### src/hw/rtl/kmer_histogram_counter_assert.svh
// Assertion macros for the k-mer histogram counter.
// Used by khc_table in this folder; no other dependencies.
`ifndef KMER_HISTOGRAM_COUNTER_ASSERT_SVH
`define KMER_HISTOGRAM_COUNTER_ASSERT_SVH
`ifndef SYNTH
// Property checked every clock edge outside reset.
`define KHC_ASSERT(lbl, prop, msg) \
  lbl: assert property (@(posedge clk) disable iff (!rst_n) prop) else $error(msg);
// Property checked every clock edge, reset included.
`define KHC_ASSERT_ALWAYS(lbl, prop, msg) \
  lbl: assert property (@(posedge clk) prop) else $error(msg);
`else
`define KHC_ASSERT(lbl, prop, msg)
`define KHC_ASSERT_ALWAYS(lbl, prop, msg)
`endif
`endif

### src/hw/rtl/khc_pkg.sv
// Shared types and constants for the k-mer histogram counter.
// No dependencies; used by khc_front, khc_table and the top level.
package khc_pkg;

  localparam int MAX_KMER    = 7;
  localparam int ADDR_W      = 2 * MAX_KMER;
  localparam int TABLE_DEPTH = 1 << ADDR_W;
  localparam int CNT_W       = 32;
  localparam int LEN_W       = 3;
  localparam int FILL_W      = 3;

  localparam logic [LEN_W-1:0] KLEN_RESET = 3'd5;

  // Action codes of an input transaction
  localparam logic [1:0] ACT_PUSH = 2'd0;
  localparam logic [1:0] ACT_ADD  = 2'd1;
  localparam logic [1:0] ACT_READ = 2'd2;

  // Table operation carried down the pipeline
  typedef enum logic [1:0] {
    OP_NONE,
    OP_INC,
    OP_ADD,
    OP_READ
  } op_t;

  typedef struct packed {
    logic [1:0]        action;
    logic [1:0]        base_code;
    logic              interval_start;
    logic [ADDR_W-1:0] entry_index;
    logic [CNT_W-1:0]  add_amount;
  } in_t;

  typedef struct packed {
    logic [CNT_W-1:0] entry_count;
    logic [CNT_W-1:0] windows_counted;
  } out_t;

  // Request from the window front end to the table
  typedef struct packed {
    op_t               op;
    logic [ADDR_W-1:0] addr;
    logic [CNT_W-1:0]  amount;
    logic [CNT_W-1:0]  total;
  } req_t;

  // Mask of the low 2*bases bits of a packed window
  function automatic logic [ADDR_W-1:0] win_mask(input logic [LEN_W:0] bases);
    logic [ADDR_W-1:0] m;
    m = '0;
    for (int i = 0; i < ADDR_W; i++) begin
      m[i] = (i < 2 * int'(bases));
    end
    return m;
  endfunction

  // Saturating add of two counts
  function automatic logic [CNT_W-1:0] sat_add(input logic [CNT_W-1:0] a,
                                               input logic [CNT_W-1:0] b);
    logic [CNT_W:0] s;
    s = {1'b0, a} + {1'b0, b};
    return s[CNT_W] ? {CNT_W{1'b1}} : s[CNT_W-1:0];
  endfunction

endpackage

### src/hw/rtl/khc_front.sv
// Window front end: length register, rolling k-mer window, fill level, total.
// Depends on khc_pkg; turns each accepted transaction into a table request.
module khc_front (
  input  logic                      clk,
  input  logic                      rst_n,
  input  logic                      cfg_we,
  input  logic [khc_pkg::LEN_W-1:0] cfg_len,
  input  logic                      acc,
  input  khc_pkg::in_t              in_item,
  output khc_pkg::req_t             req
);

  logic [khc_pkg::LEN_W-1:0]  klen_r;
  logic [khc_pkg::ADDR_W-1:0] win_r, win_nxt;
  logic [khc_pkg::FILL_W-1:0] fill_r, fill_nxt;
  logic [khc_pkg::CNT_W-1:0]  total_r, total_nxt;

  logic [khc_pkg::LEN_W:0]    n;
  logic [khc_pkg::ADDR_W-1:0] win_cur;
  logic [khc_pkg::FILL_W:0]   fill_cur, fill_inc;
  logic                       counted;

  // Effective length: zero acts as one
  assign n = (klen_r == '0) ? 4'd1 : {1'b0, klen_r};

  always_comb begin
    win_cur   = in_item.interval_start ? '0 : win_r;
    fill_cur  = in_item.interval_start ? '0 : {1'b0, fill_r};
    counted   = (fill_cur >= n);
    fill_inc  = fill_cur + 4'd1;
    win_nxt   = ((win_cur & khc_pkg::win_mask(n - 4'd1)) << 2)
                | {{(khc_pkg::ADDR_W-2){1'b0}}, in_item.base_code};
    fill_nxt  = (fill_inc > n) ? n[khc_pkg::FILL_W-1:0] : fill_inc[khc_pkg::FILL_W-1:0];
    total_nxt = (counted && total_r != {khc_pkg::CNT_W{1'b1}}) ? total_r + 1'b1 : total_r;

    req.amount = in_item.add_amount;
    req.total  = total_r;
    req.addr   = in_item.entry_index;
    req.op     = khc_pkg::OP_NONE;
    unique case (in_item.action)
      khc_pkg::ACT_PUSH: begin
        req.addr  = win_cur & khc_pkg::win_mask(n);
        req.op    = counted ? khc_pkg::OP_INC : khc_pkg::OP_NONE;
        req.total = total_nxt;
      end
      khc_pkg::ACT_ADD:  req.op = khc_pkg::OP_ADD;
      khc_pkg::ACT_READ: req.op = khc_pkg::OP_READ;
      default:           req.op = khc_pkg::OP_NONE;
    endcase
  end

  // Window state advances on accepted pushes only
  always_ff @(posedge clk) begin
    if (!rst_n) begin
      klen_r  <= khc_pkg::KLEN_RESET;
      win_r   <= '0;
      fill_r  <= '0;
      total_r <= '0;
    end else begin
      if (cfg_we) begin
        klen_r <= cfg_len;
      end
      if (acc && in_item.action == khc_pkg::ACT_PUSH) begin
        win_r   <= win_nxt;
        fill_r  <= fill_nxt;
        total_r <= total_nxt;
      end
    end
  end

endmodule

### config.mk
export PLATFORM = sky130hd
export DESIGN_NAME = khc_front
export DESIGN_NICKNAME = d
export VERILOG_FILES = /design/src/hw/rtl/kmer_histogram_counter_assert.svh /design/src/hw/rtl/khc_pkg.sv /design/src/hw/rtl/khc_front.sv
export SDC_FILE = /design/constraint.sdc
export NUM_CORES = 1
export LEC_CHECK = 0
export ABC_AREA = 1
export BUFFER_PORTS_ARGS = -buffer_cell sky130_fd_sc_hd__buf_2
export CAP_MARGIN = 20
export CORE_ASPECT_RATIO = 0.7
export CORE_MARGIN = 5
export CORE_UTILIZATION = 48
export CTS_CLUSTER_DIAMETER = 80
export DETAILED_ROUTE_END_ITERATION = 8
export PLACE_DENSITY_LB_ADDON = 0.15
export SETUP_SLACK_MARGIN = 0.02
export SKIP_CTS_REPAIR_TIMING = 1
export SYNTH_ARGS = -nofsm -noshare
export SYNTH_HDL_FRONTEND = slang
export SYNTH_SLANG_ARGS = --single-unit
### constraint.sdc
create_clock -name clk -period 3.1 [get_ports clk]
set_clock_uncertainty 0.2 [all_clocks]
set_input_delay 0.775 -clock clk [delete_from_list [all_inputs] [get_ports clk]]
set_output_delay 0.775 -clock clk [all_outputs]
set_load 0.05 [all_outputs]
==> impl_metrics.toml, run 1 <==
[setup_path]
arrival_ps = 2310
cp_data_required_time_ps = 2120
crit_fanout = 16
crit_type = "input pin to output port"
end_kind = "output port"
crit_path_start_kind = "input pin"

[logic_synthesis]
ys_warn_count = 0
synth_area_sq_um = 4540
ys_top_cells_by_count = "nand2_1 (305), inv_1 (88), nor2_1 (86)"
postSynthCellCount = 814
yosysTopAreaCell = "nand2_1"
ys_ff_latch = 52
synth_top_area_share_pct = 25.2
avgSynthCellArea_sq_um = 5.57
ys_async_sr_fraction_pct = 0
synth_enable_flop_cells = 0
synth_flop_cell = "dfxtp_1"
synth_most_common_cell = "nand2_1"
ys_seq_area_share_pct = 22.9
synth.distinct_cells = 29
syn-num-nets = 881
yosys-top-cells-area = "nand2_1 (25%), dfxtp_1 (23%), nand3_1 (8.2%), inv_1 (7.3%), nor2_1 (7.1%)"

[status]
status = "finished, violations left"
violations = "setup timing"

[timing]
slew_headroom_pct = 70.4
hold_violations = 0
rsz0062_at_grt = "yes"
holdWs_ps = 292
setup_viol = 32
fin_crit_sh_pct = 106
drv_slew = 0
fin_ws_ps = -182
final.min_clock_period_ps = 3280
fmax_mhz = 305
worstMarginPinSlew_ps = 443

[job]
maxCapViolCount = 0

[drt]
drtAntennaViolNets = 0
first_pass_iters = 5
via_per_inst = 5.34
num_vias = 5443
drc_errors = 0
routed_wl_mm = 14.8
initialDrtViolationCount = 587
detail_route.wl_per_cell_um = 14.5

[min_path]
hp-class = "flop to flop"

[grt]
grt_start_max_net_pins = 39
grt.overflow.total = 0
grt_pass1_wl_mm = 23.7
grt_pass1_vias = 5004
antenna_found_initial = 0
grt_usage_pct = 24.7

[placed_design]
dpl_cell_area_sq_um = 5550
dp_slack_ps = -426
gp_congestion = 0.994
dp_hpwl_mm = 11.1
placement.io_buffers = 73

[clock_tree]
cts_buffer_depth = 2
cts-root-buf = "clkbuf_16"
cts_tree = "yes"
clkLatencyLatePin_ps = 300
clock_sinks = 52
clk_pin_slew_ps = 70
htreeDepth = 2
cts_made_buffers = 5

[pwr]
power_density_nw_per_um2 = 371
irDropWorstVdd_mv = 0.202
p_leak_nw = 2.98

[finish]
nFillCells = 829
final_util_pct = 67.6
nNetsFinal = 962
area_delta_synth_final_pct = 36.2
postLayoutCellArea_sq_um = 6180
ff_latch_area_sq_um = 1040
multi_input_area_sq_um = 3190
diodes = 0
drive_gt1_share_pct = 27.8

[floorplan]
dieArea_sq_um = 11500
io_pins = 138
die_h_um = 91.3
start_util_pct = 49.6
coreArea_sq_um = 9140
fp.dieW_um = 126
num_rows = 29
area by class of cell:
| cell class | count | area share, % |
|---|---|---|
| multi-input cells | 606 | 51.7 |
| repair buffers | 138 | 19.2 |
| flip-flops and latches | 52 | 16.9 |
| inverters | 92 | 6.22 |
| well taps | 124 | 2.51 |
| clock buffers | 5 | 2.03 |
| clock inverters | 3 | 1.46 |
registers in the layout, summed over array words and instances (netlist names):
signal / cells
klen_r: 3
total_r: 32
fill_r: 3
win_r: 14
cells in the final DEF (no fill, tap or decap), types with 3 or more instances in the layout:
cell type / count
o21ai_2: 6
bufinv_16: 3
dfxtp_2: 3
nand2_1: 258
dfxtp_1: 49
a31oi_4: 11
inv_1: 85
buf_6: 27
a21oi_1: 45
nand4_1: 7
nor2_2: 3
xor2_1: 9
inv_2: 3
nor2_1: 81
o21ai_1: 5
ha_1: 7
buf_2: 38
buf_12: 6
nor2_4: 5
clkbuf_16: 5
buf_4: 58
buf_8: 9
o21ai_0: 20
nand3_1: 73
nand2_2: 49
nand2_4: 13
where the power goes:
part	switching [mW]	internal, mW	total (mW)
logic	0.470	0.266	0.736
registers	0.0355	0.701	0.736
clock network	0.276	0.545	0.821
total	0.781	1.51	2.29
cells by family (layout without fill, tap and decap cells):
kind of cell / after synthesis / in the layout / share of synthesized area, %
AO/OA/AOI/OAI: 92 / 92 / 10.8
XOR/XNOR: 11 / 11 / 2.12
adder cells (fa/ha/maj): 10 / 10 / 2.70
buffers and inverters: 156 / 238 / 16.7
flip-flops: 52 / 52 / 22.9
AND/OR/NAND/NOR: 493 / 493 / 44.8
per-stage QoR:
step                      setup TNS, ps  total power, mW  cells
after floorplan                   -1490             1.33    814
after global routing              -7400             2.38   1020
after detailed placement         -12730             1.40   1008
final                             -4730             2.29   1020
after CTS                        -12920             2.22   1016
after global placement           -10890             1.39   1008
final timing paths:
path                end  slack, ps         from  cells after the start
max             req[12]       -180  in_item[46]                     14
min            win_r[2]        290     win_r[2]                      2
max reg2reg  total_r[9]        940  total_r[21]                     12
min reg2reg    win_r[2]        290     win_r[2]                      2
critical path, cell delays in order:
cell       delay [ps]
buf_12            120
clkinv_16          50
nand2_8            60
inv_6              30
ha_4              220
a21oi_2           120
nand3_2           120
nand2_4           150
buf_12            180
nand2_1            90
nand2_1            80
nand2_1            60
nand2_2            90
buf_8             150
layer usage:
metal  wire length, um  track usage [%]  share of wire (%)  vias to the layer above
met5                 0                0                  0                        -
met4               270             7.59                1.8                        0
met3              1270             4.75                8.6                       42
met2              6380             37.5                 43                      233
met1              6920             35.3                 47                     2483
li1                  -                -                  -                     2685
Power figures use the tool's default switching activity.
==> run 2, diff against run 1 <==
CORE_UTILIZATION = 57   (was 48)
TNS_END_PERCENT = 50   (was not set)
clock period = 3.8 ns   (was 3.1 ns; I/O delays follow)
==> impl_metrics.toml, run 2 (same netlist as run 1, synthesis figures left out) <==
[finish]
regMostFlops = "total_r"
multi_input_area_sq_um = 2930
area_delta_synth_final_pct = 17.5
layout_common_cells = "nand2_1 (301), inv_1 (87), nor2_1 (84)"
nFillCells = 744
diodes = 0
drive_gt1_share_pct = 18.1
nNetsFinal = 923
reg.largest.list = "total_r (32), win_r (14)"
largest_reg_flops = 32
ff_latch_area_sq_um = 1040
layout_commonest_cell = "nand2_1"

[grt]
grt_pass1_wl_mm = 22.9
grt_usage_pct = 28.5
antenna_found_initial = 0
grt_start_max_net_pins = 40
grt.overflow.total = 0
grt_pass1_vias = 4782

[floorplan]
die_h_um = 84.6
io_pins = 138
coreArea_sq_um = 7800
start_util_pct = 58.1
fp.dieW_um = 117
num_rows = 27
dieArea_sq_um = 9870

[clock_tree]
clk_pin_slew_ps = 70
htreeDepth = 2
cts_buffer_depth = 2
clock_sinks = 52
cts_made_buffers = 5
cts-root-buf = "clkbuf_16"
cts_tree = "yes"
clkLatencyLatePin_ps = 290

[drt]
num_vias = 5199
first_pass_iters = 6
routed_wl_mm = 14.0
via_per_inst = 5.43
detail_route.wl_per_cell_um = 14.6
initialDrtViolationCount = 650
drc_errors = 0
drtAntennaViolNets = 0

[pwr]
irDropWorstVdd_mv = 0.215
power_mw = 1.59
p_leak_nw = 2.54
power_density_nw_per_um2 = 297

[setup_path]
reg2reg_from = "total_r[1]"
worst-r2r-cell-count = 13
cp_data_required_time_ps = 2650
crit_path_start_kind = "input pin"
arrival_ps = 2590
crit_type = "input pin to output port"
crit_fanout = 13
rr_endpoint = "total_r[2]"
cp-startpoint = "in_item[46]"
regToRegSetupSlack_ps = 1460
end_kind = "output port"

[min_path]
hold_end = "win_r[3]"
whs_path_depth = 2
hp-class = "flop to flop"
hp-start = "win_r[3]"

[job]
maxCapViolCount = 0

[timing]
final.min_clock_period_ps = 3740
fin_ws_ps = 64.2
rsz0062_at_grt = "yes"
worstMarginPinSlew_ps = 553
fmax_mhz = 268
slew_headroom_pct = 63.0
setup_viol = 0
fin_crit_sh_pct = 98.3
hold_violations = 0
drv_slew = 0

[placed_design]
dp_hpwl_mm = 10.5
gp_congestion = 1.00
dp_slack_ps = -192
placement.io_buffers = 73

[status]
status = "finished clean"
==> run 2: cell count changes in the layout (fill, tap and decap cells not counted), sizes merged <==
cell / previous run / this run
clkinv: 2 / 3
clkbuf: 5 / 10
buf: 138 / 95
bufinv: 3 / 0
inv: 90 / 91
==> run 2: final cells by class <==
cell class / count / share of cell area [%]
clock buffer: 6 / 2.60
sequential: 52 / 19.5
tap: 101 / 2.37
inverter: 92 / 6.52
clock inverter: 2 / 0.188
timing repair buffer: 99 / 13.9
multi-input combinational: 606 / 54.9
==> run 2: critical path: stages <==
cell,delay (ps)
buf_4,130
inv_2,70
nand2_2,60
inv_2,80
ha_4,210
a21oi_2,140
nand3_2,130
nand2_4,130
inv_4,60
buf_12,150
nand2_1,100
nand2_1,60
nand2_1,50
nand2_1,60
buf_4,190
==> run 2: worst max path at each step <==
stage / endpoint / slack (ps) / cells past startpoint
global route: req[12] / -20 / 15
detailed placement: req[7] / -190 / 12
floorplan: req[66] / -190 / 6
finish: req[17] / 60 / 15
global placement: req[8] / -80 / 12
CTS: req[4] / -190 / 12
==> run 2: per-stage QoR <==
step | hold WS (ps) | area, sq um | setup TNS (ps) | utilization, % | instances
global route | 307 | 5330 | -19.0 | 68.3 | 958
global placement | 273 | 4990 | -879 | 64.0 | 949
detailed placement | 278 | 4990 | -4310 | 64.0 | 949
finish | 292 | 5330 | 0 | 68.3 | 958
CTS | 289 | 5140 | -4420 | 65.9 | 957
floorplan | 259 | 4680 | -987 | - | 814
==> run 2: layer usage <==
layer  wire, um  vias to the layer above  share of wire (%)  GRT usage (%)
met3       1540                       37                 11           4.97
met5          0                        -                  0              0
met4        192                        0                1.4           6.56
li1           -                     2594                  -              -
met2       5750                      255                 41           41.1
met1       6510                     2313                 47           43.6
==> run 2: power breakdown <==
| part | switching [mW] | internal (mW) | total [mW] | leakage [nW] |
|---|---|---|---|---|
| Clock | 0.215 | 0.261 | 0.476 | 0.0766 |
| Combinational | 0.341 | 0.163 | 0.503 | 2.04 |
| Sequential | 0.0350 | 0.571 | 0.606 | 0.425 |
| Total | 0.591 | 0.995 | 1.59 | 2.54 |
